$ cat src/assert_macros.svh
// ----------------------------------------------------------------------------
// Assertion macros
// Shared concurrent assertion forms for the UTF-8 to UTF-16 transcoder.
// ----------------------------------------------------------------------------
`ifndef ASSERT_MACROS_SVH
`define ASSERT_MACROS_SVH

// Check that a property holds at every rising edge outside reset.
`define U8U16_ASSERT(label, clk, rst, prop, msg) \
   label: assert property (@(posedge clk) disable iff (rst) prop) else $error(msg);

// Check that a condition never holds outside reset.
`define U8U16_ASSERT_NEVER(label, clk, rst, expr, msg) \
   label: assert property (@(posedge clk) disable iff (rst) !(expr)) else $error(msg);

`endif

$ cat src/u8u16_pkg.sv
// ----------------------------------------------------------------------------
// u8u16_pkg
// Types and constants shared by the transcoder controller and datapath.
// ----------------------------------------------------------------------------
`timescale 1ns / 1ps

package u8u16_pkg;

   localparam int WIN_DEPTH = 4;
   localparam int CNT_W     = $clog2(WIN_DEPTH + 1);

   localparam logic [15:0] REPL_UNIT  = 16'hFFFD;
   localparam logic [15:0] TERM_UNIT  = 16'h0000;
   localparam logic [15:0] HI_SURR    = 16'hD800;
   localparam logic [15:0] LO_SURR    = 16'hDC00;

   localparam logic [20:0] SUPP_BASE  = 21'h10000;
   localparam logic [20:0] MAX_CP     = 21'h10FFFF;
   localparam logic [20:0] MIN_TWO    = 21'h80;
   localparam logic [20:0] MIN_THREE  = 21'h800;
   localparam logic [20:0] SURR_FIRST = 21'hD800;
   localparam logic [20:0] SURR_LAST  = 21'hDFFF;

   // Source of the code unit loaded into the hold stage.
   typedef enum logic [1:0] {
      UNIT_POINT,
      UNIT_LOW,
      UNIT_REPL,
      UNIT_TERM
   } unit_sel_type;

   typedef struct packed {
      logic         append;    // write the accepted byte into the window
      logic         emit;      // load a new unit into the hold stage
      unit_sel_type sel;
      logic         drop_seq;  // drop the bytes of the decoded sequence
      logic         drop_one;  // drop the lead byte only
      logic         flush;     // move the held unit out as the last of the run
   } dp_cmd_type;

   typedef struct packed {
      logic empty;       // window holds no byte
      logic incomplete;  // lead announces more bytes than are held
      logic pair;        // head sequence decodes to a surrogate pair
      logic can_emit;    // hold stage can take a unit this cycle
      logic out_free;    // output register can take a beat this cycle
      logic hold_valid;
   } dp_status_type;

endpackage

$ cat src/utf8_to_utf16_transcoder.sv
// ----------------------------------------------------------------------------
// utf8_to_utf16_transcoder
// UTF-8 byte stream in, UTF-16 code units out, with a closing null unit.
// ----------------------------------------------------------------------------
// Input channel (req_): one UTF-8 byte per beat; req_last_byte marks the
// final byte of a string. Output channel (rsp_): one UTF-16 code unit per
// beat. rsp_end_of_run marks the last unit caused by an input byte, and
// rsp_end_of_string marks the null unit that closes each string.
// Bytes collect in a four-byte window until the lead's sequence is whole.
// Malformed input becomes U+FFFD; code points above U+FFFF leave as a
// surrogate pair.
// The block takes one byte at a time. A byte that completes a sequence
// sends its unit through the hold stage and the output register to
// rsp_valid, and each further unit follows it. The final byte of a
// string drains the window and adds the terminator. The decode
// sequencer steps once per unit. Reset empties the window, the hold stage
// and the output register; the block comes out of reset ready. When the
// receiver stalls, the held unit and the sequencer wait, and no byte is
// taken until the run's last unit has moved into the output register.
// ----------------------------------------------------------------------------
`timescale 1ns / 1ps

module utf8_to_utf16_transcoder (
   input  logic        clock,
   input  logic        reset,
   input  logic        req_valid,
   output logic        req_ready,
   input  logic [7:0]  req_input_byte,
   input  logic        req_last_byte,
   output logic        rsp_valid,
   input  logic        rsp_ready,
   output logic [15:0] rsp_code_unit,
   output logic        rsp_end_of_run,
   output logic        rsp_end_of_string
);
   import u8u16_pkg::*;

   // Command and status between sequencer and datapath.
   dp_cmd_type    cmd;
   dp_status_type status;

   // Sequencer: accept, decode steps, surrogate low half, terminator.
   u8u16_ctrl u_ctrl (
      .clock         (clock),
      .reset         (reset),
      .req_valid     (req_valid),
      .req_last_byte (req_last_byte),
      .req_ready     (req_ready),
      .cmd           (cmd),
      .status        (status)
   );

   // Window, decoder, hold stage and output register (sets end of run).
   u8u16_datapath u_datapath (
      .clock             (clock),
      .reset             (reset),
      .req_input_byte    (req_input_byte),
      .cmd               (cmd),
      .status            (status),
      .rsp_ready         (rsp_ready),
      .rsp_valid         (rsp_valid),
      .rsp_code_unit     (rsp_code_unit),
      .rsp_end_of_run    (rsp_end_of_run),
      .rsp_end_of_string (rsp_end_of_string)
   );

endmodule

$ cat src/u8u16_ctrl.sv
// ----------------------------------------------------------------------------
// u8u16_ctrl
// Sequencer: accepts a byte, then steps the datapath through every sequence
// the window can decode, the end-of-string drain and the terminator.
// ----------------------------------------------------------------------------
`timescale 1ns / 1ps
`include "assert_macros.svh"

module u8u16_ctrl (
   input  logic                    clock,
   input  logic                    reset,
   input  logic                    req_valid,
   input  logic                    req_last_byte,
   output logic                    req_ready,
   output u8u16_pkg::dp_cmd_type   cmd,
   input  u8u16_pkg::dp_status_type status
);
   import u8u16_pkg::*;

   typedef enum logic [1:0] {
      ST_IDLE,
      ST_DECODE,
      ST_LOW,
      ST_TERM
   } state_type;

   state_type state_ff, state_in;
   logic      last_ff, last_in;
   logic      req_ready_ff;

   assign req_ready = req_ready_ff;

   always_comb begin
      cmd      = '0;
      cmd.sel  = UNIT_POINT;
      state_in = state_ff;
      last_in  = last_ff;
      unique case (state_ff)
         ST_IDLE: begin
            if (req_valid && req_ready_ff) begin
               cmd.append = 1'b1;
               last_in    = req_last_byte;
               state_in   = ST_DECODE;
            end
         end
         ST_DECODE: begin
            if (status.empty && last_ff) begin
               state_in = ST_TERM;
            end else if (status.empty || (status.incomplete && !last_ff)) begin
               // nothing more to decode: close the run
               if (!status.hold_valid) begin
                  state_in = ST_IDLE;
               end else if (status.out_free) begin
                  cmd.flush = 1'b1;
                  state_in  = ST_IDLE;
               end
            end else if (status.incomplete) begin
               // string ended inside a sequence: replace the lead, rescan
               if (status.can_emit) begin
                  cmd.emit     = 1'b1;
                  cmd.sel      = UNIT_REPL;
                  cmd.drop_one = 1'b1;
               end
            end else if (status.can_emit) begin
               cmd.emit     = 1'b1;
               cmd.sel      = UNIT_POINT;
               cmd.drop_seq = 1'b1;
               if (status.pair) begin
                  state_in = ST_LOW;
               end
            end
         end
         ST_LOW: begin
            if (status.can_emit) begin
               cmd.emit = 1'b1;
               cmd.sel  = UNIT_LOW;
               state_in = ST_DECODE;
            end
         end
         ST_TERM: begin
            if (status.can_emit) begin
               cmd.emit = 1'b1;
               cmd.sel  = UNIT_TERM;
               last_in  = 1'b0;
               state_in = ST_DECODE;
            end
         end
         default: begin
            state_in = ST_IDLE;
         end
      endcase
   end

   always_ff @(posedge clock) begin
      if (reset) begin
         state_ff     <= ST_IDLE;
         last_ff      <= 1'b0;
         req_ready_ff <= 1'b1;
      end else begin
         state_ff     <= state_in;
         last_ff      <= last_in;
         req_ready_ff <= (state_in == ST_IDLE);
      end
   end

   `U8U16_ASSERT(a_idle_hold_empty, clock, reset, (state_ff == ST_IDLE) |-> !status.hold_valid, "hold stage not drained at end of run")
   `U8U16_ASSERT(a_term_clears_last, clock, reset, (state_ff == ST_TERM) && status.can_emit |=> !last_ff, "end-of-string mark kept after terminator")
   `U8U16_ASSERT(a_ready_only_idle, clock, reset, req_ready_ff |-> (state_ff == ST_IDLE), "input ready outside idle")

endmodule

$ cat src/u8u16_datapath.sv
// ----------------------------------------------------------------------------
// u8u16_datapath
// Byte window, head-sequence decoder, hold stage and output register.
// ----------------------------------------------------------------------------
`timescale 1ns / 1ps
`include "assert_macros.svh"

module u8u16_datapath (
   input  logic                      clock,
   input  logic                      reset,
   input  logic [7:0]                req_input_byte,
   input  u8u16_pkg::dp_cmd_type     cmd,
   output u8u16_pkg::dp_status_type  status,
   input  logic                      rsp_ready,
   output logic                      rsp_valid,
   output logic [15:0]               rsp_code_unit,
   output logic                      rsp_end_of_run,
   output logic                      rsp_end_of_string
);
   import u8u16_pkg::*;

   logic [7:0]       win_ff [WIN_DEPTH];
   logic [7:0]       win_in [WIN_DEPTH];
   logic [CNT_W-1:0] cnt_ff, cnt_in;

   logic [CNT_W-1:0] need, seq_k, k_drop;
   logic             seq_ok, range_ok, good, pair;
   logic [20:0]      cp, cp_off;
   logic [15:0]      unit_point, lo_point, unit_new;
   logic [2:0]       cont_ok;

   logic             hold_valid_ff;
   logic [15:0]      hold_unit_ff;
   logic             hold_eos_ff;
   logic [15:0]      lo_ff;

   logic             rsp_valid_ff, rsp_eor_ff, rsp_eos_ff;
   logic [15:0]      rsp_unit_ff;
   logic             out_free, push;

   // Decode the sequence at the head of the window.
   always_comb begin
      for (int i = 0; i < 3; i++) begin
         cont_ok[i] = (win_ff[i+1][7:6] == 2'b10);
      end
      need     = CNT_W'(1);
      seq_k    = CNT_W'(1);
      seq_ok   = 1'b1;
      range_ok = 1'b1;
      cp       = {13'd0, win_ff[0]};
      priority if (!win_ff[0][7]) begin
         need = CNT_W'(1);
      end else if (win_ff[0][7:5] == 3'b110) begin
         need     = CNT_W'(2);
         cp       = {10'd0, win_ff[0][4:0], win_ff[1][5:0]};
         range_ok = (cp >= MIN_TWO);
         if (!cont_ok[0]) begin
            seq_ok = 1'b0;
         end else begin
            seq_k = CNT_W'(2);
         end
      end else if (win_ff[0][7:4] == 4'b1110) begin
         need     = CNT_W'(3);
         cp       = {5'd0, win_ff[0][3:0], win_ff[1][5:0], win_ff[2][5:0]};
         range_ok = (cp >= MIN_THREE) && !((cp >= SURR_FIRST) && (cp <= SURR_LAST));
         priority if (!cont_ok[0]) begin
            seq_ok = 1'b0;
         end else if (!cont_ok[1]) begin
            seq_ok = 1'b0;
            seq_k  = CNT_W'(2);
         end else begin
            seq_k = CNT_W'(3);
         end
      end else if (win_ff[0][7:3] == 5'b11110) begin
         need     = CNT_W'(4);
         cp       = {win_ff[0][2:0], win_ff[1][5:0], win_ff[2][5:0], win_ff[3][5:0]};
         range_ok = (cp >= SUPP_BASE) && (cp <= MAX_CP);
         priority if (!cont_ok[0]) begin
            seq_ok = 1'b0;
         end else if (!cont_ok[1]) begin
            seq_ok = 1'b0;
            seq_k  = CNT_W'(2);
         end else if (!cont_ok[2]) begin
            seq_ok = 1'b0;
            seq_k  = CNT_W'(3);
         end else begin
            seq_k = CNT_W'(4);
         end
      end else begin
         seq_ok = 1'b0;
      end
      good       = seq_ok && range_ok;
      pair       = good && (cp[20:16] != 5'd0);
      cp_off     = cp - SUPP_BASE;
      lo_point   = LO_SURR | {6'd0, cp_off[9:0]};
      priority if (!good) begin
         unit_point = REPL_UNIT;
      end else if (pair) begin
         unit_point = HI_SURR | {6'd0, cp_off[19:10]};
      end else begin
         unit_point = cp[15:0];
      end
   end

   assign out_free = !rsp_valid_ff || rsp_ready;
   assign push     = hold_valid_ff && (cmd.emit || cmd.flush);

   always_comb begin
      status            = '0;
      status.empty      = (cnt_ff == '0);
      status.incomplete = (cnt_ff < need);
      status.pair       = pair;
      status.out_free   = out_free;
      status.can_emit   = !hold_valid_ff || out_free;
      status.hold_valid = hold_valid_ff;
   end

   // Window update: append at the fill point, or drop from the front.
   assign k_drop = cmd.drop_one ? CNT_W'(1) : seq_k;

   always_comb begin
      logic [CNT_W:0] src;
      src = '0;
      for (int j = 0; j < WIN_DEPTH; j++) begin
         win_in[j] = win_ff[j];
      end
      if (cmd.append) begin
         win_in[cnt_ff[1:0]] = req_input_byte;
      end else if (cmd.drop_seq || cmd.drop_one) begin
         for (int j = 0; j < WIN_DEPTH; j++) begin
            src = (CNT_W+1)'(j) + {1'b0, k_drop};
            if (src < (CNT_W+1)'(WIN_DEPTH)) begin
               win_in[j] = win_ff[src[1:0]];
            end
         end
      end
   end

   always_comb begin
      cnt_in = cnt_ff;
      if (cmd.append) begin
         cnt_in = cnt_ff + CNT_W'(1);
      end else if (cmd.drop_seq || cmd.drop_one) begin
         cnt_in = cnt_ff - k_drop;
      end
   end

   always_comb begin
      unique case (cmd.sel)
         UNIT_POINT: unit_new = unit_point;
         UNIT_LOW:   unit_new = lo_ff;
         UNIT_REPL:  unit_new = REPL_UNIT;
         UNIT_TERM:  unit_new = TERM_UNIT;
         default:    unit_new = REPL_UNIT;
      endcase
   end

   always_ff @(posedge clock) begin
      for (int j = 0; j < WIN_DEPTH; j++) begin
         win_ff[j] <= win_in[j];
      end
      if (cmd.emit) begin
         hold_unit_ff <= unit_new;
         hold_eos_ff  <= (cmd.sel == UNIT_TERM);
      end
      if (cmd.emit && (cmd.sel == UNIT_POINT)) begin
         lo_ff <= lo_point;
      end
      if (push) begin
         rsp_unit_ff <= hold_unit_ff;
         rsp_eos_ff  <= hold_eos_ff;
         rsp_eor_ff  <= cmd.flush;
      end
   end

   always_ff @(posedge clock) begin
      if (reset) begin
         cnt_ff        <= '0;
         hold_valid_ff <= 1'b0;
         rsp_valid_ff  <= 1'b0;
      end else begin
         cnt_ff <= cnt_in;
         if (cmd.emit) begin
            hold_valid_ff <= 1'b1;
         end else if (cmd.flush) begin
            hold_valid_ff <= 1'b0;
         end
         if (push) begin
            rsp_valid_ff <= 1'b1;
         end else if (rsp_ready) begin
            rsp_valid_ff <= 1'b0;
         end
      end
   end

   assign rsp_valid         = rsp_valid_ff;
   assign rsp_code_unit     = rsp_unit_ff;
   assign rsp_end_of_run    = rsp_eor_ff;
   assign rsp_end_of_string = rsp_eos_ff;

   `U8U16_ASSERT(a_append_room, clock, reset, cmd.append |-> (cnt_ff < CNT_W'(WIN_DEPTH)), "window overflow on append")
   `U8U16_ASSERT_NEVER(a_drop_bound, clock, reset, (cmd.drop_seq || cmd.drop_one) && (k_drop > cnt_ff), "drop beyond held bytes")
   `U8U16_ASSERT(a_push_free, clock, reset, push |-> out_free, "output beat overwritten")
   `U8U16_ASSERT(a_eos_closes_run, clock, reset, (rsp_valid_ff && rsp_eos_ff) |-> rsp_eor_ff, "terminator not last of run")

endmodule

$ cat config.mk
export PLATFORM = sky130hd
export DESIGN_NAME = utf8_to_utf16_transcoder
export DESIGN_NICKNAME = d
export VERILOG_FILES = /design/src/u8u16_pkg.sv /design/src/utf8_to_utf16_transcoder.sv /design/src/u8u16_ctrl.sv /design/src/u8u16_datapath.sv
export VERILOG_INCLUDE_DIRS = /design/src /design/src/src
export SDC_FILE = /design/constraint.sdc
export NUM_CORES = 1
export LEC_CHECK = 0
export BUFFER_PORTS_ARGS = -buffer_cell sky130_fd_sc_hd__buf_2
export CAP_MARGIN = 30
export CORE_UTILIZATION = 61
export CTS_CLUSTER_SIZE = 12
export DETAILED_ROUTE_END_ITERATION = 10
export GPL_TIMING_DRIVEN = 0
export PLACE_DENSITY = 0.8
export SKIP_LAST_GASP = 1
export SLEW_MARGIN = 15
export SYNTH_ARGS = -nofsm -noshare
export SYNTH_HDL_FRONTEND = slang
export SYNTH_HIERARCHICAL = 1
export SYNTH_SLANG_ARGS = --single-unit
$ cat constraint.sdc
create_clock -name clock -period 5.98 [get_ports clock]
set_input_delay 1.495 -clock clock [delete_from_list [all_inputs] [get_ports clock]]
set_output_delay 1.495 -clock clock [all_outputs]
set_load 0.005 [all_outputs]
==> results.toml, run 1 <==
[synthesis]
ys_seq_area_share_pct = 47.6
synth_flop_cell = "edfxtp_1"
syn_area_sq_mm = 0.00523
ys_ff_latch = 86
yosysUniqueCellTypes = 76
async_reset_ff_share_pct = 0
syn_nets = 552
ys_warn_count = 6
synth_edf_count = 77
netlist_instances = 527
avgSynthCellArea_sq_um = 9.93

[final_layout]
fin_nets = 596
antenna_cells = 0
areaGrowthSynthToFinish_pct = 9.52
finish.utilization_pct = 69.4
layout-drive-gt1-share_pct = 16.1

[timing]
maxSlewHeadroom_pct = 47.7
hold_ws_ns = 0.416
fin_ws_ns = 0.536
finalCritPeriodShare_pct = 91.0
clock_skew_ns = 0.0165
setup_violations = 0
fmax_mhz = 184
maxSlewViolCount = 0
rsz0062_at_grt = "false"
worstMarginPinSlew_ns = 0.785
finalCriticalPeriod_ns = 5.44
fin_setup_tns_ns = 0
hold_viol_final = 0

[worst_setup_path]
crit_slowest_cell = "nor3_1"
rr_startpoint = "u_datapath/win_ff[0][7]"
critPathArrivalTime_ns = 5.71
worst_setup_path_end_kind = "flop"
rrSetupSlack_ns = 0.54
crit_family = "simple AND/OR/NAND/NOR gates"
worstPathCellList = "buf_4, nand2_2, nor2_2, clkbuf_1, o31ai_1, nand2b_1, a21oi_1, nand2_1, nor3_1, and4bb_1, nand3_1, inv_2, clkbuf_1, ha_1, nand2_2, inv_1, fa_1, nor3_1, a22oi_1, mux2_2"
path_buf_inv = 5
worstSetupStartpointType = "flop"
r2r_end = "u_datapath/cnt_ff[2]"
r2r_cells = 20
max_stage_delay_ns = 0.49
crit_type = "reg2reg"
crit_path_max_fanout = 15
crit_required_ns = 6.24
cp.depth = 20

[place]
pre_cts_ws_ns = 0.209
gp_congestion = 0.911
port_buffers = 32
hpwlAfterDp_mm = 9.82

[hold_path]
hold_path_depth = 0
hold_class = "reg2reg"
min_to = "u_datapath/rsp_code_unit[9]"
holdCritStartpoint = "u_datapath/hold_unit_ff[9]"

[global_routing]
antenna_found_initial = 0
grt_pass1_wl_mm = 21.9
grt_pass1_vias = 4230
grt.total_usage_pct = 32.3
grt_overflow_total = 0
grt_max_degree = 21

[clocking]
clkTransAtPathRegs_ns = 0.09
cts-hold-fix-buffers = 0
cts_buffers = 9
htreeDepth = 3
max-clock-path-buffers = 2
clk_latency_ns = 0.36
root_buffer = "clkbuf_8"
cts_tree = "built"
cts.sinks = 86

[floorplan]
die_width_um = 94.6
rows = 33
core-area_sq_mm = 0.00826
die_area_sq_mm = 0.00895
die_y_um = 94.6
io_pins = 33
initial_utilization_pct = 63.3

[power]
p_leak_nw = 2.13
p_seq_share_pct = 44.7
p_clk_share_pct = 22.8
power_frac_comb_pct = 32.4
p_int_w = 0.00118
p_sw_share_pct = 35.7
switchingPower_w = 0.000651
powerDensity_mw_per_mm2 = 319
vdd_drop_max_uv = 136

[drt]
via_per_inst = 6.54
drt_iter0_markers = 433
via_count = 4451
wire_per_inst_um = 19.8
antenna_left = 0
firstDrtPassIters = 5
wl_mm = 13.5
drc_errors = 0

[outcome]
run_status = "complete, no violations"

[job]
cap_violations = 0
-- kinds of logic after synthesis --
kind of cell / Yosys count / synth area share, %
multiplexers: 19 / 3.66
adder cells (fa/ha/maj): 12 / 3.01
AO/OA/AOI/OAI: 175 / 22.8
XOR/XNOR: 5 / 0.837
flip-flops: 86 / 47.6
AND/OR/NAND/NOR: 164 / 16.2
buffers and inverters: 66 / 5.84
-- synth_stat cells (all sizes together), types with 2 or more instances --
master / count / share of area, %
a21o: 4 / 0.57
o41ai: 2 / 0.48
a211o: 10 / 1.7
nor4: 4 / 0.60
a31o: 2 / 0.33
o21a: 2 / 0.29
a21boi: 3 / 0.43
inv: 23 / 1.7
xor2: 2 / 0.33
edfxtp: 77 / 44
nor3b: 3 / 0.65
a22oi: 9 / 1.3
nor2: 32 / 2.4
a32o: 2 / 0.41
dfxtp: 9 / 3.4
o22ai: 4 / 0.48
a211oi: 6 / 1.3
xnor2: 3 / 0.50
or2: 2 / 0.24
nand4: 2 / 0.24
nor3: 11 / 1.1
nand3b: 3 / 0.43
a21oi: 56 / 5.4
buf: 21 / 2.6
o21ai: 33 / 3.2
clkbuf: 22 / 1.6
and4bb: 2 / 0.55
nor4bb: 2 / 0.50
ha: 11 / 2.6
o21bai: 2 / 0.29
o211ai: 2 / 0.29
nand2: 66 / 4.8
a22o: 5 / 0.84
nand3: 6 / 0.57
nand2b: 7 / 0.84
mux2i: 18 / 3.4
a31oi: 7 / 0.84
and3: 2 / 0.24
nor2b: 13 / 1.7
and3b: 2 / 0.33
and2: 4 / 0.48
a32oi: 14 / 2.3
o31ai: 2 / 0.29
-- worst register-to-register path, cell delays in order, from the launching register on --
cell and delay (ns):
edfxtp_1 0.43, buf_4 0.20, nand2_2 0.18, nor2_2 0.10, clkbuf_1 0.26, o31ai_1 0.29, nand2b_1 0.09, a21oi_1 0.38
nand2_1 0.10, nor3_1 0.49, and4bb_1 0.33, nand3_1 0.18, inv_2 0.11, clkbuf_1 0.30, ha_1 0.46, nand2_2 0.30
inv_1 0.13, fa_1 0.44, nor3_1 0.20, a22oi_1 0.11, mux2_2 0.28
-- flip-flops by register name, summed over array words and instances, names as in the netlist --
| register | flops |
|---|---|
| u_ctrl/req_ready | 1 |
| u_datapath/hold_unit_ff | 16 |
| u_ctrl/state_ff | 2 |
| u_datapath/cnt_ff | 3 |
| u_ctrl/last_ff | 1 |
| u_datapath/rsp_code_unit | 16 |
| u_datapath/rsp_end_of_run | 1 |
| u_datapath/win_ff | 32 |
| u_datapath/rsp_valid | 1 |
| u_datapath/hold_eos_ff | 1 |
| u_datapath/rsp_end_of_string | 1 |
| u_datapath/lo_ff | 10 |
| u_datapath/hold_valid_ff | 1 |
-- power groups by stage --
stage               logic [W]  registers (W)  clock network (W)
floorplan            0.000432       0.000807                  0
global placement     0.000554       0.000825                  0
detailed placement   0.000571       0.000828                  0
CTS                  0.000576       0.000814           0.000424
global route         0.000645       0.000826           0.000445
finish               0.000593       0.000817           0.000417
-- metrics by stage --
step | area (sq um) | power, W | std cells
after floorplan | 5230 | 0.00124 | 527
after global placement | 5520 | 0.00138 | 664
after detailed placement | 5530 | 0.00140 | 665
after CTS | 5730 | 0.00181 | 681
after global routing | 5730 | 0.00192 | 681
final | 5730 | 0.00183 | 681
-- worst max path at each step --
stage / slack [ns] / startpoint / end
4_1_cts: 0.22 / u_datapath/win_ff[0][7] / u_datapath/cnt_ff[2]
6_report: 0.54 / u_datapath/win_ff[0][7] / u_datapath/cnt_ff[2]
3_5_place_dp: 0.21 / u_datapath/win_ff[0][7] / u_datapath/cnt_ff[2]
5_1_grt: 0.08 / u_datapath/win_ff[0][7] / u_datapath/cnt_ff[2]
2_1_floorplan: 1.23 / rsp_ready / u_datapath/cnt_ff[2]
3_3_place_gp: 0.41 / u_datapath/win_ff[0][7] / u_datapath/cnt_ff[2]
-- per-layer routing --
layer	vias to the layer above	GRT usage (%)	wire length, um
li1	2053	-	-
met1	2103	42.1	5590
met2	251	52.9	6390
met3	44	5.88	1070
met4	0	13.1	405
met5	-	0	0
-- final cells by class --
| cell class | instances | area (sq um) |
|---|---|---|
| Fill cell | 631 | 2530 |
| Clock buffer | 10 | 128 |
| Sequential cell | 86 | 2490 |
| Buffer | 42 | 215 |
| Tap cell | 105 | 131 |
| Clock inverter | 6 | 70.1 |
| Timing Repair Buffer | 34 | 170 |
| Multi-Input combinational cell | 375 | 2440 |
| Inverter | 23 | 86.3 |
-- placed cells by master, fill, tap and decap left out, types with 12 or more instances in the layout --
master / n
inv_1: 21
nor2_1: 30
o21ai_1: 15
clkbuf_1: 22
edfxtp_1: 77
o21ai_0: 18
mux2i_1: 18
a32oi_1: 14
nor2b_1: 12
a21oi_1: 56
nand2_1: 63
buf_2: 44
-- timing repair --
| item | 4_1_cts | 5_1_grt |
|---|---|---|
| buffers inserted | 0 | 0 |
| endpoints found under the hold margin | 0 | 0 |
| gates resized for setup | 0 | 1 |
| endpoints found under the setup margin | 0 | 1 |
Note: power is estimated with default switching activity, not from simulation.
==> run 2, diff against run 1 <==
--- a/config.mk
+++ b/config.mk
@@ -8,11 +8,13 @@
 export LEC_CHECK = 0
 export BUFFER_PORTS_ARGS = -buffer_cell sky130_fd_sc_hd__buf_2
 export CAP_MARGIN = 30
+export CORE_ASPECT_RATIO = 1.25
 export CORE_UTILIZATION = 61
 export CTS_CLUSTER_SIZE = 12
 export DETAILED_ROUTE_END_ITERATION = 10
 export GPL_TIMING_DRIVEN = 0
 export PLACE_DENSITY = 0.8
+export REMOVE_ABC_BUFFERS = 1
 export SKIP_LAST_GASP = 1
 export SLEW_MARGIN = 15
 export SYNTH_ARGS = -nofsm -noshare
==> run 2 against run 1 <==
  * Worst hold slack gained 0.0074 ns
  * Highest routed layer unchanged
  * Routed wire length decreased by 10%
  * Sequential cell count unchanged
  * Largest power group unchanged
  * The run now ends with DRC left
  * Worst setup slack got worse by 0.094 ns
==> results.toml, run 2 (synthesis gave the netlist of run 1 again) <==
[clocking]
cts_tree = "built"
cts.sinks = 86
root_buffer = "clkbuf_8"
cts-hold-fix-buffers = 0
cts_buffers = 9
clk_latency_ns = 0.37
clkTransAtPathRegs_ns = 0.09
htreeDepth = 3
max-clock-path-buffers = 2

[floorplan]
initial_utilization_pct = 63.1
rows = 37
die_y_um = 106
io_pins = 33
die_area_sq_mm = 0.00895
die_width_um = 84.8
core-area_sq_mm = 0.00829

[final_layout]
final_area_sq_mm = 0.00565
largest_register_ffs = 32
fin_nets = 560
areaGrowthSynthToFinish_pct = 8.08
stdcell_count = 637
layout-drive-gt1-share_pct = 15.4
final_common_cell = "edfxtp_1"
antenna_cells = 0
regMostFlops = "u_datapath/win_ff"
fillers = 595
layout_common_cells = "77 x edfxtp_1, 63 x nand2_1, 56 x a21oi_1"

[drt]
antenna_left = 0
firstDrtPassIters = 9
met3_length_um = 753
wl_mm = 12.1
dr_wl_met2_mm = 6.07
drc_errors = 7
drt_iter0_markers = 393
via_count = 4213
via_per_inst = 6.61
m1WireLength_mm = 4.78
highest_layer = "met4"
wire_per_inst_um = 19.0

[place]
hpwlAfterDp_mm = 8.52
placed_cells_incl_taps = 616
port_buffers = 32
dpl_cell_area_sq_mm = 0.00536
gp_congestion = 0.922

[power]
p_leak_nw = 2.09
powerDensity_mw_per_mm2 = 331
vdd_drop_max_uv = 192

[timing]
finalCriticalPeriod_ns = 5.54
rsz0062_at_grt = "false"
finalCritPeriodShare_pct = 92.6
clock_skew_ns = 0.00882
worstMarginPinSlew_ns = 0.962
setup_violations = 0
fmax_mhz = 181
maxSlewViolCount = 0
hold_viol_final = 0
maxSlewHeadroom_pct = 35.6

[worst_setup_path]
worstSetupStartpointType = "flop"
max_stage_delay_ns = 0.60
path_buf_inv = 4
crit_family = "simple AND/OR/NAND/NOR gates"
crit_slowest_cell = "edfxtp_1"
crit_type = "reg2reg"
critPathArrivalTime_ns = 5.81
crit_required_ns = 6.25
worstPathCellList = "nand3b_1, nor2_4, inv_2, ha_1, a21oi_1, nand2_1, nor3_2, and4bb_1, nand3_1, buf_6, inv_2, ha_1, nand2_2, inv_1, fa_1, nor3_1, a22oi_1, mux2_2"
worst_setup_path_end_kind = "flop"
crit_path_max_fanout = 25

[global_routing]
grt_overflow_total = 0
grt.total_usage_pct = 27.9
grt_max_degree = 31
antenna_found_initial = 0
grt_pass1_vias = 3984
grt_pass1_wl_mm = 19.2

[outcome]
run_status = "finished with violations"
violations = "DRC"

[hold_path]
hold_class = "reg2reg"

[job]
cap_violations = 0
## run 2: cell types whose count changed in the layout (fill, tap and decap cells not counted), moves of 2 or more
cell / previous run / this run
bufinv_16: 1 / 3
buf_4: 6 / 4
nor3_2: 0 / 2
clkinvlp_4: 3 / 1
nor3_1: 11 / 9
buf_1: 2 / 0
buf_6: 3 / 1
clkbuf_1: 22 / 0
inv_6: 2 / 0
buf_2: 44 / 34
## run 2: layout make-up
cell class,count,area [sq um],share of cell area (%)
tap,97,121,2.15
sequential,86,2490,44.1
clock buffer,9,124,2.19
clock inverter,7,121,2.15
inverter,23,86.3,1.53
multi-input combinational,375,2470,43.7
timing repair buffer,40,239,4.23
## run 2: worst reg2reg max path, delay by kind of cell, from the launching register on
family / cells / cell delay [ns]
AND/OR/NAND/NOR: 8 / 2.22
adder cells (fa/ha/maj): 3 / 1.15
buffers and inverters: 4 / 0.75
flip-flops: 1 / 0.60
AO/OA/AOI/OAI: 2 / 0.44
multiplexers: 1 / 0.28
## run 2: final timing paths
path	startpoint	to	slack [ns]	cells after the start
max reg2reg	u_datapath/win_ff[0][3]	u_datapath/cnt_ff[2]	0.44	18
max	u_datapath/win_ff[0][3]	u_datapath/cnt_ff[2]	0.44	18
min reg2reg	u_datapath/hold_unit_ff[7]	u_datapath/rsp_code_unit[7]	0.42	0
min	u_datapath/hold_unit_ff[7]	u_datapath/rsp_code_unit[7]	0.42	0
## run 2: power by group
part | internal (W) | switching [W] | total (W)
clock | 0.000279 | 0.000217 | 0.000496
sequential | 0.000762 | 0.0000994 | 0.000862
combinational | 0.000205 | 0.000310 | 0.000515
total | 0.00125 | 0.000627 | 0.00187
## run 2: repair_timing
| item | in CTS | in global routing |
|---|---|---|
| setup buffers | 2 | 3 |
| endpoints found under the setup margin | 1 | 2 |
| resized for setup | 0 | 3 |
| hold endpoints to repair | 0 | 0 |
| cloned | 0 | 0 |
## run 2: per-layer routing
metal / up-vias / global-route usage (%)
met1: 1968 / 32.5
met3: 52 / 4.70
li1: 1980 / -
met4: 0 / 17.2
met5: - / 0
met2: 213 / 47.9
## run 2: through the flow
| stage | setup WS [ns] | power [W] | TNS (ns) | util, % | hold WS [ns] |
|---|---|---|---|---|---|
| 5_1_grt | 0.0387 | 0.00196 | 0 | 68.2 | 0.429 |
| 6_report | 0.443 | 0.00187 | 0 | 68.2 | 0.424 |
| 3_5_place_dp | 0.00377 | 0.00136 | 0 | 64.7 | 0.405 |
| 2_1_floorplan | 0.145 | 0.00121 | 0 | - | 0.400 |
| 3_3_place_gp | -0.993 | 0.00133 | -12.74 | 63.9 | 0.400 |
| 4_1_cts | 0.0591 | 0.00186 | 0 | 67.8 | 0.425 |
==> run 3, diff against run 2 <==
--- a/config.mk
+++ b/config.mk
@@ -12,7 +12,6 @@
 export CORE_UTILIZATION = 61
 export CTS_CLUSTER_SIZE = 12
 export DETAILED_ROUTE_END_ITERATION = 10
-export GPL_TIMING_DRIVEN = 0
 export PLACE_DENSITY = 0.8
 export REMOVE_ABC_BUFFERS = 1
 export SKIP_LAST_GASP = 1
==> run 3 against run 2 <==
  * The run still ends with DRC left
  * Sequential cell count unchanged
  * Utilization fell by 1.2 points
  * Design area shrank 1.7%
  * Cell count fell by 0.31%
  * Worst hold slack worse by 0.0013 ns
  * Sequential power hardly changed
  * Fmax rose by 0.37%
  * Clock power decreased by 11%
  * Via count shrank 0.52%
  * Register-to-register slack better by 0.02 ns
  * Routed wire length increased by 3.2%
  * Worst setup slack better by 0.020 ns
  * Critical path type unchanged
  * Largest power group unchanged
==> results.toml, run 3 (synthesis gave the netlist of run 1 again) <==
[final_layout]
regMostFlops = "u_datapath/win_ff"
register_area_sq_mm = 0.00249
areaGrowthSynthToFinish_pct = 6.24
final_common_cell = "edfxtp_1"
multiInputGateArea_sq_mm = 0.00244
finish.utilization_pct = 67.1
largest_register_ffs = 32
layout-drive-gt1-share_pct = 14.1
layout_common_cells = "77 x edfxtp_1, 64 x nand2_1, 56 x a21oi_1"
fillers = 633
antenna_cells = 0
fin_nets = 558

[place]
gp_congestion = 1.03
hpwlAfterDp_mm = 9.02
port_buffers = 32

[floorplan]
die_y_um = 106
initial_utilization_pct = 63.1
rows = 37
core-area_sq_mm = 0.00829
io_pins = 33
die_width_um = 84.8
die_area_sq_mm = 0.00895

[timing]
hold_ws_ns = 0.422
finalCritPeriodShare_pct = 92.3
clock_skew_ns = 0.00821
finalCriticalPeriod_ns = 5.52
hold_viol_final = 0
rsz0062_at_grt = "false"
maxSlewViolCount = 0
fmax_mhz = 181
fin_setup_tns_ns = 0
maxSlewHeadroom_pct = 40.0
worstMarginPinSlew_ns = 0.900
setup_violations = 0

[power]
vdd_drop_max_uv = 183
powerDensity_mw_per_mm2 = 326
p_leak_nw = 2.06
p_total_w = 0.00181

[clocking]
max-clock-path-buffers = 2
post_cts_resized = 0
cts_tree = "built"
cts-hold-fix-buffers = 0
cts.sinks = 86
cts_buffers = 9
root_buffer = "clkbuf_8"
postCtsSetupBuffers = 0
clk_latency_ns = 0.36
htreeDepth = 3
clkTransAtPathRegs_ns = 0.08

[outcome]
violations = "DRC"
run_status = "finished with violations"

[worst_setup_path]
crit_required_ns = 6.23
worstSetupStartpointType = "flop"
r2r_end = "u_datapath/cnt_ff[2]"
rrSetupSlack_ns = 0.46
r2r_cells = 17
crit_type = "reg2reg"
rr_startpoint = "u_datapath/win_ff[0][3]"
crit_path_max_fanout = 25
crit_start = "u_datapath/win_ff[0][3]"
critPathArrivalTime_ns = 5.77
endpoint = "u_datapath/cnt_ff[2]"
worst_setup_path_end_kind = "flop"

[drt]
firstDrtPassIters = 11
antenna_left = 0
via_count = 4191
drc_errors = 7
via_per_inst = 6.60
wl_mm = 12.5
drt_iter0_markers = 297
wire_per_inst_um = 19.7

[global_routing]
grt_max_degree = 31
antenna_found_initial = 0
grt_pass1_vias = 3975
grt_overflow_total = 0
grt_pass1_wl_mm = 20.2
grt.total_usage_pct = 29.3

[hold_path]
hold_class = "reg2reg"

[job]
cap_violations = 0
run 3: changes by cell type in the layout (fill, tap and decap cells not counted), moves of 2 or more:
| cell | previous run | this run |
|---|---|---|
| buf_2 | 34 | 32 |
| nor3_2 | 2 | 0 |
| nor3_1 | 9 | 11 |
| buf_4 | 4 | 6 |
run 3: worst max-delay path, cell delays in order, from the launching register on:
cell	delay [ns]
edfxtp_1	0.59
nand3b_1	0.30
nor2_2	0.50
inv_2	0.18
ha_1	0.32
a21oi_1	0.35
nand2_1	0.10
nor3_1	0.41
and4bb_1	0.32
nand3_1	0.13
inv_2	0.18
ha_1	0.41
nand2_1	0.44
inv_1	0.12
fa_1	0.43
nor3_1	0.21
a22oi_1	0.11
mux2_2	0.29
run 3: routing by layer:
layer	GRT usage, %	routed length, um	vias up
met3	4.39	789	35
met2	49.7	6380	206
li1	-	-	1976
met1	36.8	4950	1974
met4	13.7	381	0
met5	0	0	-
run 3: layout make-up:
class	count	area share, %
Sequential cell	86	44.8
Clock buffer	10	2.30
Clock inverter	6	1.53
Multi-Input combinational cell	375	43.9
Inverter	23	1.55
Tap cell	97	2.18
Timing Repair Buffer	38	3.69
run 3: per-stage QoR:
stage / cell area [sq um] / worst slack (ns) / instances
floorplan: 5010 / 0.145 / 484
global placement: 5350 / 0.856 / 619
detailed placement: 5350 / 0.578 / 619
CTS: 5560 / 0.556 / 635
global route: 5560 / 0.0410 / 635
finish: 5560 / 0.463 / 635
run 3: worst min path at each step:
stage / cells past startpoint / endpoint / startpoint
after floorplan: 0 / u_datapath/rsp_code_unit[0] / u_datapath/hold_unit_ff[0]
after global placement: 0 / u_datapath/rsp_code_unit[9] / u_datapath/hold_unit_ff[9]
after detailed placement: 0 / u_datapath/rsp_code_unit[6] / u_datapath/hold_unit_ff[6]
after CTS: 0 / u_datapath/rsp_code_unit[6] / u_datapath/hold_unit_ff[6]
after global routing: 0 / u_datapath/rsp_code_unit[2] / u_datapath/hold_unit_ff[2]
final: 0 / u_datapath/rsp_code_unit[7] / u_datapath/hold_unit_ff[7]
run 3: power by group:
group,internal [W],total [W],switching (W)
clock,0.000235,0.000440,0.000205
combinational,0.000200,0.000511,0.000311
sequential,0.000762,0.000861,0.0000986
